$ cat config.mk
export PLATFORM = sky130hd
export DESIGN_NAME = http_header_tokenizer
export DESIGN_NICKNAME = d
export VERILOG_FILES = /design/src/rtl/hht_pkg.sv /design/src/rtl/http_header_tokenizer.sv
export SDC_FILE = /design/constraint.sdc
export NUM_CORES = 1
export LEC_CHECK = 0
export BUFFER_PORTS_ARGS = -buffer_cell sky130_fd_sc_hd__buf_2
export CAP_MARGIN = 30
export CORE_MARGIN = 4
export CORE_UTILIZATION = 60
export DETAILED_ROUTE_END_ITERATION = 12
export PLACE_DENSITY_LB_ADDON = 0.25
export SYNTH_ARGS = -nofsm -noshare
export SYNTH_HDL_FRONTEND = slang
export SYNTH_SLANG_ARGS = --single-unit
$ cat constraint.sdc
create_clock -name clk -period 3.4 [get_ports clk]
set_input_delay 0.51 -clock clk [delete_from_list [all_inputs] [get_ports clk]]
set_output_delay 0.51 -clock clk [all_outputs]
set_load 0.02 [all_outputs]
$ cat src/rtl/hht_pkg.sv
// types, result kinds and byte classes for the http header tokenizer
// no dependencies; imported by http_header_tokenizer and the testbench
package hht_pkg;

    typedef enum logic [2:0] {
        KIND_WORD_CHAR  = 3'd0,
        KIND_WORD_END   = 3'd1,
        KIND_SEPARATOR  = 3'd2,
        KIND_LINE_END   = 3'd3,
        KIND_TERMINATE  = 3'd4,
        KIND_ERROR      = 3'd5
    } kind_t;

    localparam logic [7:0] CHAR_CR    = 8'h0D;
    localparam logic [7:0] CHAR_LF    = 8'h0A;
    localparam logic [7:0] CHAR_SPACE = 8'h20;
    localparam logic [7:0] CHAR_TAB   = 8'h09;
    localparam logic [7:0] CHAR_DEL   = 8'h7F;

    // one result item
    typedef struct packed {
        kind_t      kind;
        logic [7:0] char_value;
        logic       first_char;
        logic       last;
    } result_t;

    // separator set: ( ) < > @ , ; : \ " / [ ] ? = { } plus control bytes
    function automatic logic is_separator(input logic [7:0] b);
        logic hit;
        hit = b inside {8'h28, 8'h29, 8'h3C, 8'h3E, 8'h40, 8'h2C, 8'h3B, 8'h3A,
                        8'h5C, 8'h22, 8'h2F, 8'h5B, 8'h5D, 8'h3F, 8'h3D, 8'h7B,
                        8'h7D};
        return hit || (b < 8'h20) || (b == CHAR_DEL);
    endfunction

endpackage

$ cat src/rtl/http_header_tokenizer.sv
// http header tokenizer: splits header bytes into word, separator, line-end, terminate and error items
// depends on hht_pkg for result kinds, the result struct and the separator class
//
// usage
//   s_axis carries one header byte per item in tdata; tlast set marks end of
//   the header text (the byte is then ignored)
//   m_axis carries result items: tuser holds the kind, tdata the character and
//   the first-of-word flag, tlast marks the final result of an input item
//   an input byte gives zero, one or two results (spaces, tabs and a cr/lf
//   outside a word give none; a word end before a separator or terminate
//   gives two)
// path: an accepted byte is held in the input register, then its results in the result pair
// throughput: one item per cycle while each byte gives at most one result and m_axis_tready
//   stays high; a byte with two results holds the result pair until the single output port
//   has drained both, and no new byte moves into the pair meanwhile
// reset: rst_n clears the input register valid flag, the result pair count and the word /
//   line-end state; the block then waits for the first byte
// stall: while m_axis_tready is low the result pair holds, the input register
//   fills, and s_axis_tready drops until the pair can be refilled
module http_header_tokenizer
    import hht_pkg::*;
(
    input  logic        clk,
    input  logic        rst_n,
    input  logic        s_axis_tvalid,
    output logic        s_axis_tready,
    input  logic [7:0]  s_axis_tdata,   // data_byte
    input  logic        s_axis_tlast,   // end_of_input
    output logic        m_axis_tvalid,
    input  logic        m_axis_tready,
    output logic [15:0] m_axis_tdata,   // char_value [7:0], first_char [8], zero fill
    output logic [2:0]  m_axis_tuser,   // kind
    output logic        m_axis_tlast    // last
);

    // input register
    logic       in_valid_reg, in_valid_next;
    logic [7:0] in_byte_reg;
    logic       in_eoi_reg;

    // lexer state
    logic in_word_reg, in_word_next;
    logic pend_reg, pend_next;
    logic pend_cr_reg, pend_cr_next;

    // result pair: head is on the port, tail follows it
    logic [1:0] pr_count_reg, pr_count_next;
    result_t    pr_head_reg, pr_head_next;
    result_t    pr_tail_reg, pr_tail_next;

    // decode of the registered byte
    result_t    res [2];
    logic [1:0] res_n;
    logic       pair_free;
    logic       move;
    logic       out_take;
    logic       is_delim;
    logic       is_blank;
    logic       is_crlf;

    assign out_take  = m_axis_tvalid && m_axis_tready;
    assign pair_free = (pr_count_reg == 2'd0) || ((pr_count_reg == 2'd1) && m_axis_tready);
    assign move      = in_valid_reg && pair_free;
    assign s_axis_tready = !in_valid_reg || move;

    assign is_blank = (in_byte_reg == CHAR_SPACE) || (in_byte_reg == CHAR_TAB);
    assign is_crlf  = (in_byte_reg == CHAR_CR) || (in_byte_reg == CHAR_LF);
    assign is_delim = is_blank || is_crlf || is_separator(in_byte_reg);

    // one pass over the registered byte: results and next lexer state
    always_comb
    begin
        result_t blank_res;
        blank_res    = '{kind: KIND_WORD_CHAR, char_value: 8'h00, first_char: 1'b0,
                         last: 1'b0};
        res[0]       = blank_res;
        res[1]       = blank_res;
        res_n        = 2'd0;
        in_word_next = in_word_reg;
        pend_next    = pend_reg;
        pend_cr_next = pend_cr_reg;

        if (in_eoi_reg)
        begin
            // word end only if a word is still open, then terminate
            if (!pend_reg && in_word_reg)
            begin
                res[0].kind = KIND_WORD_END;
                res[1].kind = KIND_TERMINATE;
                res_n       = 2'd2;
            end
            else
            begin
                res[0].kind = KIND_TERMINATE;
                res_n       = 2'd1;
            end
            in_word_next = 1'b0;
            pend_next    = 1'b0;
            pend_cr_next = 1'b0;
        end
        else if (pend_reg)
        begin
            // only cr followed by lf closes a line; anything else is an error
            res[0].kind  = (pend_cr_reg && (in_byte_reg == CHAR_LF)) ? KIND_LINE_END
                                                                      : KIND_ERROR;
            res_n        = 2'd1;
            in_word_next = 1'b0;
            pend_next    = 1'b0;
            pend_cr_next = 1'b0;
        end
        else if (is_delim)
        begin
            if (in_word_reg)
            begin
                res[0].kind  = KIND_WORD_END;
                res_n        = 2'd1;
                in_word_next = 1'b0;
            end
            if (is_crlf)
            begin
                pend_next    = 1'b1;
                pend_cr_next = (in_byte_reg == CHAR_CR);
            end
            else if (!is_blank)
            begin
                res[res_n[0]].kind       = KIND_SEPARATOR;
                res[res_n[0]].char_value = in_byte_reg;
                res_n                    = res_n + 2'd1;
            end
        end
        else
        begin
            // word character, including bytes 128..255
            res[0].kind       = KIND_WORD_CHAR;
            res[0].char_value = in_byte_reg;
            res[0].first_char = !in_word_reg;
            res_n             = 2'd1;
            in_word_next      = 1'b1;
        end

        if (res_n == 2'd2)
        begin
            res[1].last = 1'b1;
        end
        else
        begin
            res[0].last = 1'b1;
        end
    end

    // next values of the input register and the result pair
    always_comb
    begin
        in_valid_next = in_valid_reg;
        pr_count_next = pr_count_reg;
        pr_head_next  = pr_head_reg;
        pr_tail_next  = pr_tail_reg;

        if (s_axis_tready)
        begin
            in_valid_next = s_axis_tvalid;
        end

        if (move)
        begin
            pr_count_next = res_n;
            pr_head_next  = res[0];
            pr_tail_next  = res[1];
        end
        else if (out_take)
        begin
            pr_count_next = pr_count_reg - 2'd1;
            pr_head_next  = pr_tail_reg;
        end
    end

    // control state
    always_ff @(posedge clk or negedge rst_n)
    begin
        if (!rst_n)
        begin
            in_valid_reg <= 1'b0;
            pr_count_reg <= 2'd0;
            in_word_reg  <= 1'b0;
            pend_reg     <= 1'b0;
            pend_cr_reg  <= 1'b0;
        end
        else
        begin
            in_valid_reg <= in_valid_next;
            pr_count_reg <= pr_count_next;
            if (move)
            begin
                in_word_reg <= in_word_next;
                pend_reg    <= pend_next;
                pend_cr_reg <= pend_cr_next;
            end
        end
    end

    // payload, no reset
    always_ff @(posedge clk)
    begin
        if (s_axis_tready && s_axis_tvalid)
        begin
            in_byte_reg <= s_axis_tdata;
            in_eoi_reg  <= s_axis_tlast;
        end
        pr_head_reg <= pr_head_next;
        pr_tail_reg <= pr_tail_next;
    end

    assign m_axis_tvalid = (pr_count_reg != 2'd0);
    assign m_axis_tuser  = pr_head_reg.kind;
    assign m_axis_tdata  = {7'b0, pr_head_reg.first_char, pr_head_reg.char_value};
    assign m_axis_tlast  = pr_head_reg.last;

    // the result pair never holds more than two items
    assert property (@(posedge clk) disable iff (!rst_n) pr_count_reg != 2'd3)
        else $error("result pair overfilled");

    // the head carries the item mark exactly when it is the only result left
    assert property (@(posedge clk) disable iff (!rst_n)
        m_axis_tvalid |-> (m_axis_tlast == (pr_count_reg == 2'd1)))
        else $error("tlast out of step with result pair");

    // terminate and error always close an item
    assert property (@(posedge clk) disable iff (!rst_n)
        (m_axis_tvalid && (m_axis_tuser == KIND_TERMINATE || m_axis_tuser == KIND_ERROR))
        |-> m_axis_tlast)
        else $error("terminate or error not last");

    // a taken pending line end leaves no word open
    assert property (@(posedge clk) disable iff (!rst_n) pend_reg |-> !in_word_reg)
        else $error("word open with line end pending");

endmodule

==> flow_metrics.tcl, run 1 <==
set metrics [dict create \
    power_density_nw_per_um2 831 \
    internal-power_w 0.00110 \
    cap_violations 0 \
    via_per_inst 5.79 \
    drtIter0Drc 110 \
    drcViolationCount 0 \
    whs_path_depth 1 \
    netlist_instances 185 \
    grt_pass1_wl_um 6380 \
    worst_ep_arrival_time_ps 2680 \
    clockBufferDepth 2 \
    yosys.area.top_type "edfxtp_1" \
    grt_pass1_vias 1402 \
    fp-row-count 21 \
    portBuffers 27 \
    cpMaxStageDelayCell "or4_1" \
    critPathKind "flop to flop" \
    max_slew_margin_pct 58.3 \
    drive_gt1_share_pct 23.3 \
    critical_path_peak_fanout 12 \
    largest_reg_flops 11 \
    gp_congestion 0.851 \
    synth_seq_cells 39 \
    antenna_found_initial 0 \
    cts-root-buf "clkbuf_4" \
    power.share.switching_pct 41.4 \
    layout.nets 232 \
    synthMostInstantiatedCell "edfxtp_1" \
    period_minus_slack_ps 2490 \
    min_period_over_period_pct 73.1 \
    rsz0062_at_grt "false" \
    netlist_top_cells_count "33 x edfxtp_1, 17 x nand2_1, 15 x inv_1" \
    startpoint_type "flop" \
    cts.htree.levels 2 \
    initial_core_util_pct 61.9 \
    p_seq_share_pct 46.1 \
    worst_hold_path_type "input pin to flop" \
    ir_drop_uv 417 \
    share_comb_of_total_power_pct 41.9 \
    cts_resized 0 \
    wl_um 3790 \
    core_sq_um 3340 \
    status "finished clean" \
    die_h_um 66.7 \
    antenna_cells 0 \
    reg2reg_depth 8 \
    worst_pin_slew_ps 621 \
    syn_area_per_cell_sq_um 11.2 \
    finalSetupTns_ps 0 \
    finalHoldViolCount 0 \
    finClkSkew_ps 13.4 \
    drv_slew 0 \
    leakagePower_nw 0.912 \
    setup_viol 0 \
    numClockSinks 39 \
    timing.fmax_mhz 402 \
    cts_buffers 5 \
    track_usage_pct 19.2 \
    grt_max_degree 20 \
    firstDrtPassIters 4 \
    final_antenna_net_count 0 \
    p_switching_w 0.000781 \
    endpoint_kind "flop" \
    dp_hpwl_um 2820 \
    area_growth_pct 9.93 \
    total_power_w 0.00189 \
    path_clk_slew_ps 110 \
    wl_per_cell_um 14.5 \
    die_area_sq_um 4450 \
    ys_seq_area_share_pct 55.2 \
    synthArstFlopShare_pct 15.4 \
    synth_top_area_share_pct 48.0 \
    netlist_area_sq_um 2070 \
    ys_types 51 \
    worstPathCellList "nor2b_1 > a21oi_1 > or4_1 > inv_1 > ha_1 > nor2_1 > a2111o_1 > o22ai_1" \
    nFillCells 264 \
    clock_power_share_pct 12.0 \
    synth.top_cells.by_area "edfxtp_1 48%, dfrtp_1 7.3%, nor3_2 3.4%" \
    die_w_um 66.7 \
    cts_tree "built" \
    cpPeakStageDelay_ps 580 \
    clk_latency_ps 350 \
    cp.required_ps 3600 \
    vias 1511 \
    synth_edf_count 33 \
    num_io_pins 35 \
    synth_warnings 0 \
    grt-ovfl-total 0 \
    synth_flop_cell "edfxtp_1" \
]
per-stage QoR:
step / area [sq um] / setup slack, ps / instances / hold WS, ps / utilization [%]
2_1_floorplan: 2090 / 1120 / 192 / 214 / -
4_1_cts: 2270 / 941 / 261 / 318 / 68.1
3_5_place_dp: 2210 / 975 / 252 / 336 / 66.2
3_3_place_gp: 2210 / 1080 / 252 / 338 / 66.2
5_1_grt: 2270 / 724 / 261 / 309 / 68.1
6_report: 2270 / 914 / 261 / 327 / 68.1
critical path: cells and delay by family, from the launching register on:
kind | cells | cell delay (ps)
and+or+nand+nor | 3 | 910
AOI/OAI and AO/OA | 3 | 660
DFF | 1 | 540
adders and majority gates | 1 | 140
buffers and inverters | 1 | 90
per-layer routing:
layer  routed length (um)  track usage [%]
met4                   68             10.2
met3                  318             4.72
met1                 1560             24.5
met5                    0                0
met2                 1850             30.1
final timing paths:
kind / start / to / slack, ps
max: in_byte_reg[5]$_DFFE_PP_ / m_axis_tuser[0]$_SDFFCE_PN0P_ / 910
min: s_axis_tdata[3] / in_byte_reg[3]$_DFFE_PP_ / 330
max reg2reg: in_byte_reg[5]$_DFFE_PP_ / m_axis_tuser[0]$_SDFFCE_PN0P_ / 910
min reg2reg: pr_tail_reg[12]$_SDFFCE_PN0P_ / m_axis_tuser[2]$_DFFE_PP_ / 530
max in group asynchronous: rst_n / pend_reg$_DFFE_PN0P_ / 2740
min in group asynchronous: rst_n / in_word_reg$_DFFE_PN0P_ / 520
repair_timing:
action / 4_1_cts / 5_1_grt
buffers inserted: 0 / 0
endpoints found under the hold margin: 6 / 0
hold buffers: 1 / 0
placed cells by master (no fill, tap or decap), drive strengths merged, types with 2 or more instances in the layout:
cell type / Yosys / routed
nand4: 3 / 3
a21oi: 7 / 7
conb: 1 / 8
clkbuf: 5 / 5
o22ai: 2 / 2
nor2b: 2 / 2
and3b: 2 / 2
o2111ai: 3 / 3
nor2: 8 / 8
nor3: 11 / 11
or4: 3 / 3
nand2b: 3 / 3
and3: 2 / 2
nand2: 17 / 17
clkinv: 1 / 4
nor3b: 2 / 2
edfxtp: 33 / 33
inv: 15 / 15
dfrtp: 6 / 6
o31ai: 9 / 9
buf: 10 / 29
ha: 5 / 5
o21ai: 8 / 8
nand3: 4 / 4
and2: 4 / 4
a31oi: 2 / 2
power by group through the flow:
| stage | Combinational, W | Sequential [W] | Clock (W) |
|---|---|---|---|
| 2_1_floorplan | 0.000500 | 0.000948 | 0 |
| 3_3_place_gp | 0.000767 | 0.000868 | 0 |
| 3_5_place_dp | 0.000789 | 0.000879 | 0 |
| 4_1_cts | 0.000791 | 0.000868 | 0.000230 |
| 5_1_grt | 0.000878 | 0.000890 | 0.000255 |
| 6_report | 0.000790 | 0.000869 | 0.000227 |
layout make-up:
class / instances / area [sq um] / area share [%]
clock buffer: 5 / 37.5 / 1.65
clock inverter: 3 / 15.0 / 0.661
inverter: 16 / 60.1 / 2.64
multi-input combinational: 122 / 800 / 35.2
sequential: 39 / 1140 / 50.2
tap: 46 / 57.6 / 2.53
timing repair buffer: 30 / 160 / 7.05
cell families after synthesis:
family                     after synthesis  synth area share (%)
and+or+nand+nor                         67                  19.8
AOI/OAI and AO/OA                       41                  13.9
DFF                                     39                  55.2
buffers and inverters                   31                  7.33
adders and majority gates                5                  3.03
muxes                                    1                 0.545
other                                    1                 0.182
Power figures use the tool's default switching activity.
==> run 2, diff against run 1 <==
CORE_UTILIZATION = 50   (was 60)
clock period = 2.2 ns   (was 3.4 ns; I/O delays follow)
==> flow_metrics.tcl, run 2 (synthesis results as in run 1) <==
set metrics [dict create \
    cts_tree "built" \
    cpPeakStageDelay_ps 460 \
    reg2reg_depth 7 \
    grt_pass1_wl_um 6920 \
    drv_slew 0 \
    grt_max_degree 19 \
    startpoint_type "flop" \
    cts.htree.levels 2 \
    worst_ep_arrival_time_ps 2330 \
    critPathKind "flop to flop" \
    worst_pin_slew_ps 655 \
    endpoint_kind "flop" \
    area_growth_pct 17.1 \
    path_clk_slew_ps 70 \
    track_usage_pct 17.1 \
    mostFrequentLayoutCells "33 x edfxtp_1, 27 x buf_2, 17 x nand2_1" \
    seqCellArea_sq_um 1140 \
    die_w_um 72.3 \
    fp-row-count 23 \
    setup_viol 1 \
    dr_wl_met3_um 268 \
    worst_hold_path_type "input pin to flop" \
    post-place-ws_ps -28.3 \
    period_minus_slack_ps 2200 \
    violations "negative setup slack" \
    numClockSinks 39 \
    die_area_sq_um 5220 \
    drive_gt1_share_pct 28.8 \
    num_io_pins 35 \
    critical_path_peak_fanout 4 \
    clk_latency_ps 280 \
    cts-root-buf "clkbuf_8" \
    ir_drop_uv 952 \
    crit_buf_inv 1 \
    drcViolationCount 0 \
    finalHoldViolCount 0 \
    setup_ws_ps -1.40 \
    nFillCells 352 \
    dp_hpwl_um 3020 \
    worstPathCellList "or3_4 > or4_4 > inv_2 > ha_1 > nor2_1 > a2111o_1 > o22ai_1" \
    multi_input_area_sq_um 830 \
    dpl.cell_count 267 \
    fin_util_pct 60.5 \
    vias 1531 \
    clockBufferDepth 2 \
    final_common_cell "edfxtp_1" \
    wl_um 4050 \
    rsz0062_at_grt "true" \
    via_per_inst 5.55 \
    antenna_found_initial 0 \
    initial_core_util_pct 51.6 \
    cp.required_ps 2330 \
    portBuffers 27 \
    leakagePower_nw 0.978 \
    final_cells 276 \
    highest_layer "met4" \
    timing.fmax_mhz 454 \
    crit_family "simple AND/OR/NAND/NOR gates" \
    grt_pass1_vias 1511 \
    cap_violations 0 \
    min_period_over_period_pct 100 \
    finClkSkew_ps 6.60 \
    met2RoutedLength_um 2080 \
    final_antenna_net_count 0 \
    cpMaxStageDelayCell "or4_4" \
    die_h_um 72.3 \
    gp_congestion 0.872 \
    layout.nets 243 \
    wl_met1_um 1680 \
    drtIter0Drc 116 \
    whs_path_depth 1 \
    firstDrtPassIters 4 \
    antenna_cells 0 \
    max_slew_margin_pct 56.0 \
    grt-ovfl-total 0 \
    power_density_nw_per_um2 1280 \
    core_sq_um 4000 \
    status "finished with violations" \
    largest_reg_flops 11 \
    critical_path_depth 7 \
    wl_per_cell_um 14.7 \
    cts_buffers 5 \
]
==> run 2: what timing repair did <==
item / CTS / global route
setup endpoints to repair: 1 / 20
pin swaps: 0 / 2
buffers inserted: 0 / 0
gates resized for setup: 1 / 5
hold buffers: 1 / 0
endpoints found under the hold margin: 6 / 0
==> run 2: report_power, final <==
| group | switching [W] | internal, W |
|---|---|---|
| sequential | 0.000111 | 0.00118 |
| clock | 0.000234 | 0.000218 |
| combinational | 0.000893 | 0.000462 |
| total | 0.00124 | 0.00186 |
==> run 2: final timing paths <==
path / start / endpoint / slack, ps
min: s_axis_tdata[6] / in_byte_reg[6]$_DFFE_PP_ / 220
max: in_byte_reg[4]$_DFFE_PP_ / m_axis_tuser[0]$_SDFFCE_PN0P_ / -1
min in group asynchronous: rst_n / pend_reg$_DFFE_PN0P_ / 390
min reg2reg: pend_cr_reg$_DFFE_PN0P_ / pend_cr_reg$_DFFE_PN0P_ / 520
max in group asynchronous: rst_n / pend_cr_reg$_DFFE_PN0P_ / 1670
max reg2reg: in_byte_reg[4]$_DFFE_PP_ / m_axis_tuser[0]$_SDFFCE_PN0P_ / -1
==> run 2: cell type report <==
type | count | area share (%)
Clock buffer | 6 | 3.00
Tap cell | 50 | 2.59
Multi-Input combinational cell | 122 | 34.3
Timing Repair Buffer | 41 | 10.0
Clock inverter | 2 | 0.362
Inverter | 16 | 2.53
Sequential cell | 39 | 47.2
==> run 2: routing by layer <==
layer	track usage, %	vias up
li1	-	754
met1	20.4	721
met2	30.0	54
met3	4.43	2
met4	5.22	0
met5	0	-
==> run 2: metrics by stage <==
stage | TNS [ps] | hold slack, ps | total power [W] | area, sq um
floorplan | -42.5 | 34.4 | 0.00224 | 2100
detailed placement | -28.3 | 160 | 0.00264 | 2300
global placement | 0 | 164 | 0.00259 | 2300
CTS | 0 | 213 | 0.00310 | 2390
global route | -60.0 | 203 | 0.00333 | 2420
finish | -1.40 | 217 | 0.00310 | 2420
